$ cat src/rtl/flash_row_packet_assembler_macros.svh
// assertion macros for the flash row packet assembler
// no dependencies; taken in by the top level with an include
`ifndef FLASH_ROW_PACKET_ASSEMBLER_MACROS_SVH
`define FLASH_ROW_PACKET_ASSEMBLER_MACROS_SVH

`ifndef SYNTHESIS
// checked while out of reset
`define FRPA_ASSERT_RST(lbl, clk, rst_n, prop, msg) \
    lbl: assert property (@(posedge clk) disable iff (!rst_n) prop) else $error(msg);
// checked at every edge, reset included
`define FRPA_ASSERT_ALWAYS(lbl, clk, prop, msg) \
    lbl: assert property (@(posedge clk) prop) else $error(msg);
`else
`define FRPA_ASSERT_RST(lbl, clk, rst_n, prop, msg)
`define FRPA_ASSERT_ALWAYS(lbl, clk, prop, msg)
`endif

`endif

$ cat src/rtl/frpa_pkg.sv
// shared types, constants and helper functions of the flash row packet assembler
// no dependencies
`timescale 1ns / 1ps
`default_nettype none

package frpa_pkg;

    localparam int ROW_BYTES      = 256;
    localparam int CHUNK_BYTES    = 30;
    localparam int WORD_BYTES     = 8;
    localparam int ROW_WORDS      = ROW_BYTES / WORD_BYTES;
    localparam int ROW_ADDR_W     = $clog2(ROW_BYTES);
    localparam int WORD_ADDR_W    = $clog2(ROW_WORDS);
    localparam int LANE_W         = $clog2(WORD_BYTES);
    localparam int CHUNK_W        = CHUNK_BYTES * 8;
    localparam int LAST_SEQ       = ROW_BYTES / CHUNK_BYTES;
    localparam int LAST_COUNT     = ROW_BYTES - LAST_SEQ * CHUNK_BYTES;
    localparam int PROG_STEPS     = 8;

    localparam logic [15:0] HDR_RESET   = 16'hffff;
    localparam logic [15:0] HDR_WELCOME = 16'hff00;
    localparam logic [15:0] ROWS_RESET  = 16'd1024;
    localparam logic [5:0]  PKT_LEN     = 6'd32;
    localparam logic [2:0]  PIPE_PROG   = 3'd1;
    localparam logic [2:0]  PIPE_SLAVE  = 3'd2;

    typedef logic [3:0] t_status;

    localparam t_status ST_CHUNK       = 4'd0;
    localparam t_status ST_WELCOME     = 4'd1;
    localparam t_status ST_ROW_WORD    = 4'd2;
    localparam t_status ST_DONE        = 4'd3;
    localparam t_status ST_NOT_WELCOME = 4'd4;
    localparam t_status ST_WRONG_ID    = 4'd5;
    localparam t_status ST_WRONG_SEQ   = 4'd6;
    localparam t_status ST_RESET       = 4'd7;
    localparam t_status ST_FORWARD     = 4'd8;
    localparam t_status ST_BAD_LENGTH  = 4'd9;
    localparam t_status ST_IGNORED     = 4'd10;

    // first store byte written by chunk number seq
    function automatic logic [ROW_ADDR_W-1:0] chunk_base(input logic [3:0] seq);
        return ROW_ADDR_W'(seq * CHUNK_BYTES);
    endfunction

    // bytes that chunk number seq writes; the last chunk only fills the tail
    function automatic logic [4:0] chunk_count(input logic [3:0] seq);
        return (seq == 4'(LAST_SEQ)) ? 5'(LAST_COUNT) : 5'(CHUNK_BYTES);
    endfunction

    // thermometer mask with prog low bits set
    function automatic logic [7:0] thermo_mask(input logic [3:0] prog);
        logic [7:0] m;
        m = '0;
        for (int i = 0; i < 8; i++) begin
            m[i] = (4'(i) < prog);
        end
        return m;
    endfunction

endpackage

`default_nettype wire

$ cat src/rtl/frpa_if.sv
// valid/ready channel interfaces for packet items in and result items out
// depends on frpa_pkg
`timescale 1ns / 1ps
`default_nettype none

interface frpa_in_if;
    import frpa_pkg::*;

    logic        valid;
    logic        ready;
    logic [2:0]  pipe;
    logic [5:0]  payload_length;
    logic [63:0] bytes_0_to_7;
    logic [63:0] bytes_8_to_15;
    logic [63:0] bytes_16_to_23;
    logic [63:0] bytes_24_to_31;

    modport source (
        output valid, pipe, payload_length,
        output bytes_0_to_7, bytes_8_to_15, bytes_16_to_23, bytes_24_to_31,
        input  ready
    );
    modport sink (
        input  valid, pipe, payload_length,
        input  bytes_0_to_7, bytes_8_to_15, bytes_16_to_23, bytes_24_to_31,
        output ready
    );
endinterface

interface frpa_out_if;
    import frpa_pkg::*;

    logic        valid;
    logic        ready;
    t_status     status;
    logic        is_row_data;
    logic [15:0] row_number;
    logic [4:0]  word_index;
    logic [63:0] row_word;
    logic        last;
    logic [7:0]  progress_mask;
    logic [15:0] rows_done;

    modport source (
        output valid, status, is_row_data, row_number, word_index,
        output row_word, last, progress_mask, rows_done,
        input  ready
    );
    modport sink (
        input  valid, status, is_row_data, row_number, word_index,
        input  row_word, last, progress_mask, rows_done,
        output ready
    );
endinterface

`default_nettype wire

$ cat src/rtl/flash_row_packet_assembler.sv
// flash row packet assembler: session checks, row store and row word emission
// depends on frpa_pkg, frpa_if and flash_row_packet_assembler_macros.svh
//
//  port       dir   kind          carries
//  i_in       in    valid/ready   one 32-byte radio packet with pipe and length
//  o_out      out   valid/ready   one result item (status, row word, progress)
//  i_cfg_we   in    write strobe  device identifier write, data on i_cfg_data
//
// a packet that gives one result loads it into the output register; a chunk then
// writes its 30 bytes (16 for the ninth) into the row store, one byte a cycle
// the ninth chunk then runs the shared add/compare unit for progress
// and then 32 row words, one a cycle while the output does not stall, through the registered store read port
// reset is synchronous and needs no clearing pass; the store is never read
// before a full row was written. a stalled output holds the sequencer
`timescale 1ns / 1ps
`default_nettype none

module flash_row_packet_assembler (
    input  wire         i_clk,
    input  wire         i_rst_n,
    frpa_in_if.sink     i_in,
    frpa_out_if.source  o_out,
    input  wire         i_cfg_we,
    input  wire  [31:0] i_cfg_data
);
    import frpa_pkg::*;

    `include "flash_row_packet_assembler_macros.svh"

    localparam logic [1:0] S_IDLE  = 2'd0;
    localparam logic [1:0] S_WRITE = 2'd1;
    localparam logic [1:0] S_PROG  = 2'd2;
    localparam logic [1:0] S_EMIT  = 2'd3;

    logic [1:0]             r_state, n_state;
    logic [31:0]            r_dev_id;
    logic                   r_await, n_await;
    logic [15:0]            r_start, n_start;
    logic [15:0]            r_total, n_total;
    logic [15:0]            r_exp_row, n_exp_row;
    logic [3:0]             r_exp_seq, n_exp_seq;
    logic [4:0]             r_cnt, n_cnt;
    logic [ROW_ADDR_W-1:0]  r_waddr, n_waddr;
    logic                   r_seq8, n_seq8;
    logic [2:0]             r_step, n_step;
    logic [3:0]             r_prog, n_prog;
    logic [19:0]            r_acc, n_acc;
    logic [WORD_ADDR_W:0]   r_iss, n_iss;
    logic                   r_rv, n_rv;
    logic                   r_ov, n_ov;

    logic [CHUNK_W-1:0]     r_chunk;
    logic [15:0]            r_row;
    logic [15:0]            r_diff;
    logic                   r_finished;
    logic [WORD_ADDR_W-1:0] r_rd_idx;
    logic [63:0]            r_rdata;
    logic [63:0]            r_row_mem [ROW_WORDS];

    t_status                r_o_status;
    logic                   r_o_is_row;
    logic [15:0]            r_o_row;
    logic [4:0]             r_o_widx;
    logic [63:0]            r_o_word;
    logic                   r_o_last;
    logic [7:0]             r_o_mask;
    logic [15:0]            r_o_done;

    logic                   in_acc;
    logic                   rd_issue;
    logic                   load_rd;
    logic                   single;
    t_status                single_status;
    logic [15:0]            single_row;
    logic                   load_chunk;
    logic                   sess_rst;
    logic [15:0]            hdr;
    logic [15:0]            pkt_start;
    logic [15:0]            pkt_total;
    logic [31:0]            pkt_id;
    logic [CHUNK_W-1:0]     pkt_chunk;
    logic                   chunk_bad;
    logic [19:0]            sum;
    logic [19:0]            diff8;

    assign hdr       = i_in.bytes_0_to_7[15:0];
    assign pkt_start = i_in.bytes_0_to_7[31:16];
    assign pkt_total = i_in.bytes_0_to_7[47:32];
    assign pkt_id    = {i_in.bytes_8_to_15[15:0], i_in.bytes_0_to_7[63:48]};
    assign pkt_chunk = {i_in.bytes_24_to_31, i_in.bytes_16_to_23,
                        i_in.bytes_8_to_15, i_in.bytes_0_to_7[63:16]};
    assign chunk_bad = ({6'd0, hdr[9:0]} != r_exp_row) ||
                       (hdr[15:10] != {2'b00, r_exp_seq}) ||
                       (r_exp_seq > 4'(LAST_SEQ));

    assign i_in.ready = (r_state == S_IDLE) && (!r_ov || o_out.ready);
    assign in_acc     = i_in.valid && i_in.ready;

    // two-deep read pipe: store read register, then output register
    assign load_rd  = r_rv && (!r_ov || o_out.ready);
    assign rd_issue = (r_state == S_EMIT) && !r_iss[WORD_ADDR_W] && (!r_rv || load_rd);

    // shared add/compare unit: one multiple of total_rows per step against 8 * diff
    assign sum   = r_acc + {4'd0, r_total};
    assign diff8 = {1'b0, r_diff, 3'b000};

    always_comb begin
        n_state    = r_state;
        n_await    = r_await;
        n_start    = r_start;
        n_total    = r_total;
        n_exp_row  = r_exp_row;
        n_exp_seq  = r_exp_seq;
        n_cnt      = r_cnt;
        n_waddr    = r_waddr;
        n_seq8     = r_seq8;
        n_step     = r_step;
        n_prog     = r_prog;
        n_acc      = r_acc;
        n_iss      = r_iss;
        single        = 1'b0;
        single_status = ST_IGNORED;
        single_row    = '0;
        load_chunk    = 1'b0;
        sess_rst      = 1'b0;

        if (in_acc) begin
            single = 1'b1;
            if (i_in.payload_length != PKT_LEN) begin
                single_status = ST_BAD_LENGTH;
            end else if (hdr == HDR_RESET) begin
                sess_rst      = 1'b1;
                single_status = ST_RESET;
            end else if (i_in.pipe == PIPE_SLAVE) begin
                single_status = ST_FORWARD;
            end else if (i_in.pipe != PIPE_PROG) begin
                single_status = ST_IGNORED;
            end else if (r_await) begin
                if (hdr != HDR_WELCOME) begin
                    sess_rst      = 1'b1;
                    single_status = ST_NOT_WELCOME;
                end else if (pkt_id != r_dev_id) begin
                    sess_rst      = 1'b1;
                    single_status = ST_WRONG_ID;
                end else begin
                    n_start       = pkt_start;
                    n_exp_row     = pkt_start;
                    n_total       = pkt_total;
                    n_await       = 1'b0;
                    n_exp_seq     = '0;
                    single_status = ST_WELCOME;
                    single_row    = pkt_start;
                end
            end else if (chunk_bad) begin
                sess_rst      = 1'b1;
                single_status = ST_WRONG_SEQ;
            end else begin
                load_chunk = 1'b1;
                n_state    = S_WRITE;
                n_cnt      = chunk_count(r_exp_seq);
                n_waddr    = chunk_base(r_exp_seq);
                n_seq8     = (r_exp_seq == 4'(LAST_SEQ));
                if (r_exp_seq != 4'(LAST_SEQ)) begin
                    n_exp_seq     = r_exp_seq + 4'd1;
                    single_status = ST_CHUNK;
                    single_row    = r_exp_row;
                end else begin
                    single    = 1'b0;
                    n_exp_seq = '0;
                    n_exp_row = r_exp_row + 16'd1;
                end
            end
        end

        if (sess_rst) begin
            n_await   = 1'b1;
            n_start   = '0;
            n_total   = ROWS_RESET;
            n_exp_row = '0;
            n_exp_seq = '0;
        end

        case (r_state)
            S_WRITE: begin
                n_waddr = r_waddr + ROW_ADDR_W'(1);
                n_cnt   = r_cnt - 5'd1;
                if (r_cnt == 5'd1) begin
                    n_state = r_seq8 ? S_PROG : S_IDLE;
                    n_acc   = '0;
                    n_prog  = '0;
                    n_step  = '0;
                end
            end
            S_PROG: begin
                if (sum <= diff8) begin
                    n_acc  = sum;
                    n_prog = r_prog + 4'd1;
                end
                n_step = r_step + 3'd1;
                if (r_step == 3'(PROG_STEPS - 1)) begin
                    n_state = S_EMIT;
                    n_iss   = '0;
                end
            end
            S_EMIT: begin
                if (rd_issue) begin
                    n_iss = r_iss + (WORD_ADDR_W+1)'(1);
                end
                if (load_rd && (r_rd_idx == WORD_ADDR_W'(ROW_WORDS - 1))) begin
                    n_state = S_IDLE;
                end
            end
            default: begin
            end
        endcase

        if (rd_issue) begin
            n_rv = 1'b1;
        end else if (load_rd) begin
            n_rv = 1'b0;
        end else begin
            n_rv = r_rv;
        end

        if ((in_acc && single) || load_rd) begin
            n_ov = 1'b1;
        end else if (o_out.ready) begin
            n_ov = 1'b0;
        end else begin
            n_ov = r_ov;
        end
    end

    always_ff @(posedge i_clk) begin
        if (!i_rst_n) begin
            r_state   <= S_IDLE;
            r_dev_id  <= '0;
            r_await   <= 1'b1;
            r_start   <= '0;
            r_total   <= ROWS_RESET;
            r_exp_row <= '0;
            r_exp_seq <= '0;
            r_cnt     <= '0;
            r_waddr   <= '0;
            r_seq8    <= 1'b0;
            r_step    <= '0;
            r_prog    <= '0;
            r_acc     <= '0;
            r_iss     <= '0;
            r_rv      <= 1'b0;
            r_ov      <= 1'b0;
        end else begin
            r_state   <= n_state;
            if (i_cfg_we) begin
                r_dev_id <= i_cfg_data;
            end
            r_await   <= n_await;
            r_start   <= n_start;
            r_total   <= n_total;
            r_exp_row <= n_exp_row;
            r_exp_seq <= n_exp_seq;
            r_cnt     <= n_cnt;
            r_waddr   <= n_waddr;
            r_seq8    <= n_seq8;
            r_step    <= n_step;
            r_prog    <= n_prog;
            r_acc     <= n_acc;
            r_iss     <= n_iss;
            r_rv      <= n_rv;
            r_ov      <= n_ov;
        end
    end

    // chunk bytes shift out one per cycle into the store
    always_ff @(posedge i_clk) begin
        if (load_chunk) begin
            r_chunk <= pkt_chunk;
        end else if (r_state == S_WRITE) begin
            r_chunk <= {8'd0, r_chunk[CHUNK_W-1:8]};
        end
        if (load_chunk && n_seq8) begin
            r_row      <= r_exp_row;
            r_diff     <= r_exp_row - r_start;
            r_finished <= ({1'b0, r_exp_row + 16'd1} == ({1'b0, r_start} + {1'b0, r_total}));
        end
    end

    // row store: 32 words, one byte lane written a cycle, one word read a cycle while the read pipe is free
    always_ff @(posedge i_clk) begin
        if (r_state == S_WRITE) begin
            r_row_mem[r_waddr[ROW_ADDR_W-1:LANE_W]][{r_waddr[LANE_W-1:0], 3'b000} +: 8]
                <= r_chunk[7:0];
        end
        if (rd_issue) begin
            r_rdata  <= r_row_mem[r_iss[WORD_ADDR_W-1:0]];
            r_rd_idx <= r_iss[WORD_ADDR_W-1:0];
        end
    end

    always_ff @(posedge i_clk) begin
        if (in_acc && single) begin
            r_o_status <= single_status;
            r_o_is_row <= 1'b0;
            r_o_row    <= single_row;
            r_o_widx   <= '0;
            r_o_word   <= '0;
            r_o_last   <= 1'b1;
            r_o_mask   <= '0;
            r_o_done   <= '0;
        end else if (load_rd) begin
            r_o_status <= ((r_rd_idx == WORD_ADDR_W'(ROW_WORDS - 1)) && r_finished)
                          ? ST_DONE : ST_ROW_WORD;
            r_o_is_row <= 1'b1;
            r_o_row    <= r_row;
            r_o_widx   <= r_rd_idx;
            r_o_word   <= r_rdata;
            r_o_last   <= (r_rd_idx == WORD_ADDR_W'(ROW_WORDS - 1));
            r_o_mask   <= thermo_mask(r_prog);
            r_o_done   <= r_diff + 16'd1;
        end
    end

    assign o_out.valid         = r_ov;
    assign o_out.status        = r_o_status;
    assign o_out.is_row_data   = r_o_is_row;
    assign o_out.row_number    = r_o_row;
    assign o_out.word_index    = r_o_widx;
    assign o_out.row_word      = r_o_word;
    assign o_out.last          = r_o_last;
    assign o_out.progress_mask = r_o_mask;
    assign o_out.rows_done     = r_o_done;

    `FRPA_ASSERT_RST(a_row_word_in_emit, i_clk, i_rst_n, (r_rv |-> (r_state == S_EMIT)), "row word pending outside emission")
    `FRPA_ASSERT_RST(a_last_word_index, i_clk, i_rst_n, ((o_out.valid && o_out.is_row_data && o_out.last) |-> (o_out.word_index == 5'd31)), "last row word has wrong index")
    `FRPA_ASSERT_RST(a_prog_range, i_clk, i_rst_n, (r_prog <= 4'd8), "progress count beyond eight")
    `FRPA_ASSERT_RST(a_write_done_idle, i_clk, i_rst_n, (((r_state == S_WRITE) && (r_cnt == 5'd1) && !r_seq8) |=> (r_state == S_IDLE)), "chunk write did not return to idle")

endmodule

`default_nettype wire

$ cat src/flat_wrapper.sv
// flat-port wrapper written by rule: the top's interface ports become plain ports
module flash_row_packet_assembler_flat import frpa_pkg::*;
  (i_clk, i_rst_n, i_cfg_we, i_cfg_data, i_in_valid, i_in_pipe, i_in_payload_length, i_in_bytes_0_to_7, i_in_bytes_8_to_15, i_in_bytes_16_to_23, i_in_bytes_24_to_31, i_in_ready, o_out_valid, o_out_status, o_out_is_row_data, o_out_row_number, o_out_word_index, o_out_row_word, o_out_last, o_out_progress_mask, o_out_rows_done, o_out_ready);
  frpa_in_if i_in_i ();
  frpa_out_if o_out_i ();
  input  wire i_clk;
  input  wire i_rst_n;
  input  wire i_cfg_we;
  input  wire  [31:0] i_cfg_data;
  input wire logic [$bits(i_in_i.valid)-1:0] i_in_valid;
  input wire logic [$bits(i_in_i.pipe)-1:0] i_in_pipe;
  input wire logic [$bits(i_in_i.payload_length)-1:0] i_in_payload_length;
  input wire logic [$bits(i_in_i.bytes_0_to_7)-1:0] i_in_bytes_0_to_7;
  input wire logic [$bits(i_in_i.bytes_8_to_15)-1:0] i_in_bytes_8_to_15;
  input wire logic [$bits(i_in_i.bytes_16_to_23)-1:0] i_in_bytes_16_to_23;
  input wire logic [$bits(i_in_i.bytes_24_to_31)-1:0] i_in_bytes_24_to_31;
  output wire logic [$bits(i_in_i.ready)-1:0] i_in_ready;
  output wire logic [$bits(o_out_i.valid)-1:0] o_out_valid;
  output wire logic [$bits(o_out_i.status)-1:0] o_out_status;
  output wire logic [$bits(o_out_i.is_row_data)-1:0] o_out_is_row_data;
  output wire logic [$bits(o_out_i.row_number)-1:0] o_out_row_number;
  output wire logic [$bits(o_out_i.word_index)-1:0] o_out_word_index;
  output wire logic [$bits(o_out_i.row_word)-1:0] o_out_row_word;
  output wire logic [$bits(o_out_i.last)-1:0] o_out_last;
  output wire logic [$bits(o_out_i.progress_mask)-1:0] o_out_progress_mask;
  output wire logic [$bits(o_out_i.rows_done)-1:0] o_out_rows_done;
  input wire logic [$bits(o_out_i.ready)-1:0] o_out_ready;
  assign i_in_i.valid = i_in_valid;
  assign i_in_i.pipe = i_in_pipe;
  assign i_in_i.payload_length = i_in_payload_length;
  assign i_in_i.bytes_0_to_7 = i_in_bytes_0_to_7;
  assign i_in_i.bytes_8_to_15 = i_in_bytes_8_to_15;
  assign i_in_i.bytes_16_to_23 = i_in_bytes_16_to_23;
  assign i_in_i.bytes_24_to_31 = i_in_bytes_24_to_31;
  assign i_in_ready = i_in_i.ready;
  assign o_out_valid = o_out_i.valid;
  assign o_out_status = o_out_i.status;
  assign o_out_is_row_data = o_out_i.is_row_data;
  assign o_out_row_number = o_out_i.row_number;
  assign o_out_word_index = o_out_i.word_index;
  assign o_out_row_word = o_out_i.row_word;
  assign o_out_last = o_out_i.last;
  assign o_out_progress_mask = o_out_i.progress_mask;
  assign o_out_rows_done = o_out_i.rows_done;
  assign o_out_i.ready = o_out_ready;
  flash_row_packet_assembler u_core (.i_clk(i_clk), .i_rst_n(i_rst_n), .i_in(i_in_i), .o_out(o_out_i), .i_cfg_we(i_cfg_we), .i_cfg_data(i_cfg_data));
endmodule
$ cat config.mk
export PLATFORM = sky130hd
export DESIGN_NAME = flash_row_packet_assembler_flat
export DESIGN_NICKNAME = d
export VERILOG_FILES = /design/src/rtl/frpa_pkg.sv /design/src/rtl/frpa_if.sv /design/src/rtl/flash_row_packet_assembler.sv /design/src/flat_wrapper.sv
export VERILOG_INCLUDE_DIRS = /design/src /design/src/rtl
export SDC_FILE = /design/constraint.sdc
export NUM_CORES = 2
export LEC_CHECK = 0
export ABC_AREA = 1
export BUFFER_PORTS_ARGS = -buffer_cell sky130_fd_sc_hd__buf_2
export CELL_PAD_IN_SITES_DETAIL_PLACEMENT = 0
export CELL_PAD_IN_SITES_GLOBAL_PLACEMENT = 1
export CORE_ASPECT_RATIO = 1.4
export CORE_MARGIN = 4
export CORE_UTILIZATION = 46
export CTS_CLUSTER_SIZE = 40
export DETAILED_ROUTE_END_ITERATION = 6
export GPL_ROUTABILITY_DRIVEN = 1
export PLACE_DENSITY = 0.78
export SLEW_MARGIN = 20
export SYNTH_ARGS = -nofsm -noshare
export SYNTH_HDL_FRONTEND = slang
export SYNTH_SLANG_ARGS = --single-unit
$ cat constraint.sdc
create_clock -name i_clk -period 7.3 [get_ports i_clk]
set_input_delay 1.46 -clock i_clk [delete_from_list [all_inputs] [get_ports i_clk]]
set_output_delay 1.46 -clock i_clk [all_outputs]
set_load 0.01 [all_outputs]
After elaboration in Yosys (flattened, before gate mapping)
Memories as Yosys holds them, arrays and structs flattened. A register that Yosys moved wholly into a read port is not among the register bits.
Index checks and enable logic that the tools add are counted.

storage, ports and cells
  register bits = 529
  memory bits (writable) = 2048
  bits of input ports = 302
  output and inout port bits = 117
  word-level logic and storage cells = 242
  memories = 1

cells by class
  $add $sub $neg = 12
  $mul = 1
  $lt $le $gt $ge = 10
  eq/ne operators = 31
  shift-type cells = 2
  multiplexer cells = 115
  bitwise gates (word level) = 7
  reductions and logical operators = 34

memories
  memory            words  width  read ports  clocked after memory_dff  wr ports  line                              source
  u_core.r_row_mem  32     64     1           1                         1         flash_row_packet_assembler.sv:58  logic [63:0] r_row_mem [ROW_WORDS];

operator list
  kind                                                  number
  2-to-1 mux 240 bit                                    2
  2-to-1 mux 16 bit                                     17
  2-to-1 mux 4 bit                                      19
  2-to-1 mux 64 bit                                     1
  2-to-1 mux 8 bit                                      8
  variable shift 8 x 8 -> 64 bit, first input constant  1
  variable part select 8 x 8 -> 64 bit                  1
  2-to-1 mux 20 bit                                     2
  2-to-1 mux 5 bit                                      8
  one-hot mux 20 bit (2 select lines)                   1
  2-to-1 mux 1 bit                                      38
  adder 16 x 1 -> 16 bit, second input constant         2
  != test 32 bit                                        1
  2-to-1 mux 2 bit                                      11
  adder 20 x 16 -> 20 bit                               1
  <= comparator 20 x 19 -> 1 bit                        1
  adder 16 x 16 -> 17 bit                               1
  == test 16 x 17 -> 1 bit                              1
  == test 16 bit, second input constant                 1
  < comparator 3 x 4 -> 1 bit, first input constant     4
  != test 10 x 16 -> 1 bit                              1
  != test 16 bit, second input constant                 1
  != test 2 bit, second input constant                  8
  AND reduction 8 bit                                   2
  other kinds (41)                                      79

Depth between registers and ports, before layout
  word-level depth = 13
  gate-level depth with buffers = 26
  depth with buffers taken out = 25

Worst setup path before layout
OpenSTA, ideal clock, no wires.

  path kind = input -> register
  start = in i_in_payload_length[3]
  end = reg u_core.r_waddr[6]
  library setup time = 0.119 ns
  data arrival time = 5.956 ns
  required time = 7.181 ns
  slack = 1.225 ns
  cell stages on the path = 12
  buffers on the path = 1
  path through = nor4_1 > and2_1 > nand2_1 > nor2_1 > nand2_2 > nor2_2 > inv_2 > nand2_2 > inv_1 > buf_2 > o21ai_1 > a21oi_1

on the way
  cells in the longest elaborated chain, start to end = 3

RTL lines
  element                        line                               source
  start: declaration             flat_wrapper.sv:12                 input wire logic [$bits(i_in_i.payload_length)-1:0] i_in_payload_length;
  != test 6 bit                  flash_row_packet_assembler.sv:129  if (i_in.payload_length != PKT_LEN) begin
  != test 2 bit (no line)        n/a
  AND reduction 7 bit (no line)  n/a
  end signal: assignment         flash_row_packet_assembler.sv:263  r_waddr <= n_waddr;
  end: declaration               flash_row_packet_assembler.sv:43   logic [ROW_ADDR_W-1:0] r_waddr, n_waddr;

Every way passes these cells.
A chain may end at the register's enable or synchronous reset.

Final worst setup path
  start = reg u_core.r_waddr[0]
  end = mem u_core.r_row_mem[27][15], enable pin

on the way
  cells in the longest elaborated chain, start to end = 3

RTL lines
  element                                  line                               source
  negator 6 -> 8 bit                       flash_row_packet_assembler.sv:291  r_row_mem[r_waddr[ROW_ADDR_W-1:LANE_W]][{r_waddr[LANE_W-1:0], 3'b000} +: 8]
  variable shift 8 x 8 -> 64 bit           flash_row_packet_assembler.sv:291
  2-to-1 mux 64 bit (not written as such)  flash_row_packet_assembler.sv:291
  end: declaration                         flash_row_packet_assembler.sv:58

Every way passes these cells.

==> metrics.md <==
| Metric | Value |
|---|---|
| Worst reg2reg setup slack | approximately 1.4 ns |
| CTS tree | done |
| Synth warnings | 0 |
| Post-Synthesis Net Count | 9699 |
| Global routing usage summed across all routing layers | 26.2% |
| Seq pwr share | 55.0% |
| PostCTS Resize Cnt | 0 |
| Worst slack on hold paths | ~0.46 ns |
| Wire length of the first global-routing pass | 477000 um |
| Total chip power | roughly 30000 uW |
| Post-detail-place hpwl | around 210000 um |
| Biggest area consumer among synthesized cells | sky130_fd_sc_hd__edfxtp_1 |
| Number of slew-limit violations in the final report | 0 |
| Sequence of cells on the critical path | buf_4, clkinv_1, ha_1, ha_1, clkinv_1, nor2_1, nand3_2, buf_4, nor2_1 |
| Highest Clock Rate | 169 MHz |
| Final routed DRC violation total | 0 |
| Worst slew margin | 20.0% |
| Register area share after synthesis | 70.9% |
| Worst path setup slack after routing | 1.37 ns |
| Total I/O pin count | 419 |
| Most used standard cell by instance count after synthesis | sky130_fd_sc_hd__edfxtp_1 |
| Count of antenna-violating nets left after detailed routing | 0 |
| Final count of negative-setup-slack endpoints | 0 |
| CTS buffer count | 244 |
| Pleak | 0.0429 uW |
| Last weighted congestion value of the routability-driven placer | between 0.9 and 1 |
| Library cells used by synthesis | 49 |
| Die area | about 0.24 sq mm |
| Endpoint of the most critical register-to-register path | u_core.r_row_mem[27][15] |
| Part of the total power dissipated in combinational logic | 0.8% |
| Asr flop ratio synth | 0% |
| Sort of element at the start of the critical path | flop |
| Result of the run | completed |
| Highest ir drop seen on vdd | 0.244 mV |
| Remaining global-route overflow | 0 |
| Tmin final | 5.93 ns |
| Cell depth of the worst hold path | 2 |
| Cell area after synthesis | 0.109 sq mm |
| Net count, final | 9871 |
| Slowest cell on the critical path | sky130_fd_sc_hd__nor2_1 |
| Final-report hold violation count | 0 |
| Internal power of the cells | 23700 uW |
| CTS H-tree depth | 4 |
| Critical path endpoint category | flop |
| Post-Place Worst Slack | 1.44 ns |
| Arrival time reported for the critical path endpoint | 6.42 ns |
| Proportion of layout cells with a drive suffix above 1 | 10.5% |
| Switching power summed over all nets | 5850 uW |
| Area share of the largest cell type after synthesis | around 67% |
| Number of antenna violations at the first check in global routing | 65 |
| Maximum fanout along the worst path | 19 |
| Later-pin clock latency in the skew report | a little over 0.9 ns |
| Non-filler cells, final | 12800 |
| Placed cells | 12300 |
| Input/output buffers | 418 |
| Rows | 210 |
| Drt pass-1 iters | 7 |
| Mean instance size in the synthesized netlist | between 10 and 15 sq um |
| Power per cell area | around 240 mW/mm^2 |
| R2R cell count | 9 |
| Cell types with the largest area share after synthesis | sky130_fd_sc_hd__edfxtp_1 (67%), sky130_fd_sc_hd__nor2_1 (5.8%), sky130_fd_sc_hd__o21ai_0 (5.5%), sky130_fd_sc_hd__nand2_1 (4.8%), sky130_fd_sc_hd__dfxtp_1 (4.3%) |
| Vias in the first global route | 72600 |
| Final critical-path share of the clock period | ~81% |
| Floorplan die height | 583 um |
| Worst Path Class, Setup | flop to flop |
| Clock tree root driver cell | sky130_fd_sc_hd__clkbuf_16 |
| Biggest cell delay along the critical path | between 0.9 and 1 ns |
| Maximum Capacitance Violations | 0 |
| Critical path origin | u_core.r_waddr[0] |
| FF+latch count, synth | around 2600 |
| Clock share of power | 44.2% |
| Endpoint with the worst hold slack | u_core.o_out.row_word[26] |
| Buffers from clock root to sink, at most | 4 |
| Clk slew on worst S/H paths | 0.06 ns |
| Slew at the pin closest to its max-slew limit | 1.20 ns |
| Width of the chip | 419 um |
| Accumulated negative setup slack | 0 ns |
| Fraction of power spent switching nets | about 20% |
| Routed vias/inst | 5.90 |
| Final routed wirelength across all metal layers | ~330000 um |
| Placeable core region | ~0.23 sq mm |
| Starting density of the core | between 40 and 50% |
| Top cells by count, synth | sky130_fd_sc_hd__edfxtp_1 (2410), sky130_fd_sc_hd__nor2_1 (1680), sky130_fd_sc_hd__nand2_1 (1379), sky130_fd_sc_hd__o21ai_0 (1189), sky130_fd_sc_hd__clkbuf_1 (461) |
| Clk sinks | 2641 |
| Number of enable-type register cells in the synthesized netlist | between 2000 and 2500 |
| Setup repair after global routing missed its margin | no |
| Average routed wire per standard cell | 25.7 um |
| Vias | 75400 |
| Max Clock Skew | 0.0754 ns |
| Min-Delay Startpoint | u_core.o_out.row_word[26] |
| Worst min path class | flop to flop |
| Dominant register cell in the synthesized netlist | sky130_fd_sc_hd__edfxtp_1 |
| Largest net degree at the start of global routing | 229 |
| Source of the worst register-to-register timing path | u_core.r_waddr[0] |
| Number of buffers inserted to repair setup after CTS | 0 |
| Synth Instances | approximately 9300 |
| Area growth syn-to-layout | 12.2% |
| Hold buffers post-CTS | 0 |
| CP required | 7.79 ns |
| Violation count after the first detailed-routing iteration | 8243 |
-- per-stage QoR --
stage          utilization (%)  cell area [sq um]
4_1_cts                   51.9             122000
5_1_grt                   51.9             122000
3_5_place_dp              48.4             113000
2_1_floorplan                -             109000
6_report                  51.9             122000
3_3_place_gp              48.4             113000
-- how the worst max path moves through the flow --
| stage | to | slack [ns] | cells past startpoint |
|---|---|---|---|
| 4_1_cts | u_core.r_row_mem[27][15] | 1.42 | 9 |
| 3_3_place_gp | u_core.r_row_mem[1][14] | 1.63 | 9 |
| 5_1_grt | u_core.r_row_mem[27][15] | 1.11 | 9 |
| 2_1_floorplan | u_core.r_waddr[6] | 1.22 | 12 |
| 3_5_place_dp | u_core.r_row_mem[27][15] | 1.44 | 9 |
| 6_report | u_core.r_row_mem[27][15] | 1.37 | 9 |
-- cell families after synthesis --
group	Yosys count	share of synthesized area, %
buffers and inverters	845	3.11
xor gates and xnor gates	101	0.815
AOI/OAI and AO/OA	2180	11.5
and+or+nand+nor	3424	12.4
adders and majority gates	103	1.24
DFF	2641	70.9
-- cell type report --
class,count,area [sq um]
fillers,20200,113000
flip-flops and latches,2641,77000
multi-input cells,5808,28700
clock buffers,308,6590
well taps,3074,3850
repair buffers,516,3000
clock inverters,138,1530
inverters,255,998
diodes,37,92.6
-- worst max-delay path: cells and delay by family (launching register included) --
kind,cells,cell delay (ns)
simple gates,3,2.07
buf+inv,4,1.94
fa+ha+maj,2,1.18
flops,1,0.31
-- per-layer routing --
metal / wire length (um) / share of wire, % / track usage [%]
met4: 18600 / 5.6 / 13.5
met3: 28600 / 8.7 / 4.78
met2: 159000 / 48 / 43.9
met1: 122000 / 37 / 32.6
met5: 334 / 0.10 / 0
-- registers in the layout (all words and copies together), names as in the netlist, 16 cells and up --
signal	flops
u_core.o_out.row_number	16
u_core.o_out.row_word	64
u_core.o_out.rows_done	16
u_core.r_acc	20
u_core.r_chunk	240
u_core.r_dev_id	32
u_core.r_diff	16
u_core.r_exp_row	16
u_core.r_rdata	64
u_core.r_row	16
u_core.r_row_mem	2048
u_core.r_start	16
u_core.r_total	16
-- power groups by stage --
stage	Sequential [uW]	Clock, uW	Combinational (uW)
floorplan	16600	0	87.8
finish	16300	13100	239
detailed placement	16600	0	239
CTS	16300	13200	240
global route	16300	13800	260
global placement	16600	0	240
-- layout by cell type (no fill, tap or decap), types with 44 or more instances in the layout --
cell type / n
sky130_fd_sc_hd__edfxtp_1: 2410
sky130_fd_sc_hd__nor2_1: 1622
sky130_fd_sc_hd__nand2_1: 1358
sky130_fd_sc_hd__o21ai_0: 1189
sky130_fd_sc_hd__buf_2: 418
sky130_fd_sc_hd__o22ai_1: 327
sky130_fd_sc_hd__a21oi_1: 299
sky130_fd_sc_hd__clkbuf_16: 248
sky130_fd_sc_hd__inv_1: 234
sky130_fd_sc_hd__dfxtp_1: 227
sky130_fd_sc_hd__nand3_1: 172
sky130_fd_sc_hd__o221ai_1: 163
sky130_fd_sc_hd__ha_1: 95
sky130_fd_sc_hd__buf_4: 84
sky130_fd_sc_hd__xor2_1: 76
sky130_fd_sc_hd__nor3_1: 73
sky130_fd_sc_hd__a31oi_1: 69
sky130_fd_sc_hd__nand4_1: 61
sky130_fd_sc_hd__nor2_4: 47
sky130_fd_sc_hd__clkbuf_1: 44
No activity file was read; power rests on OpenSTA's default activity.
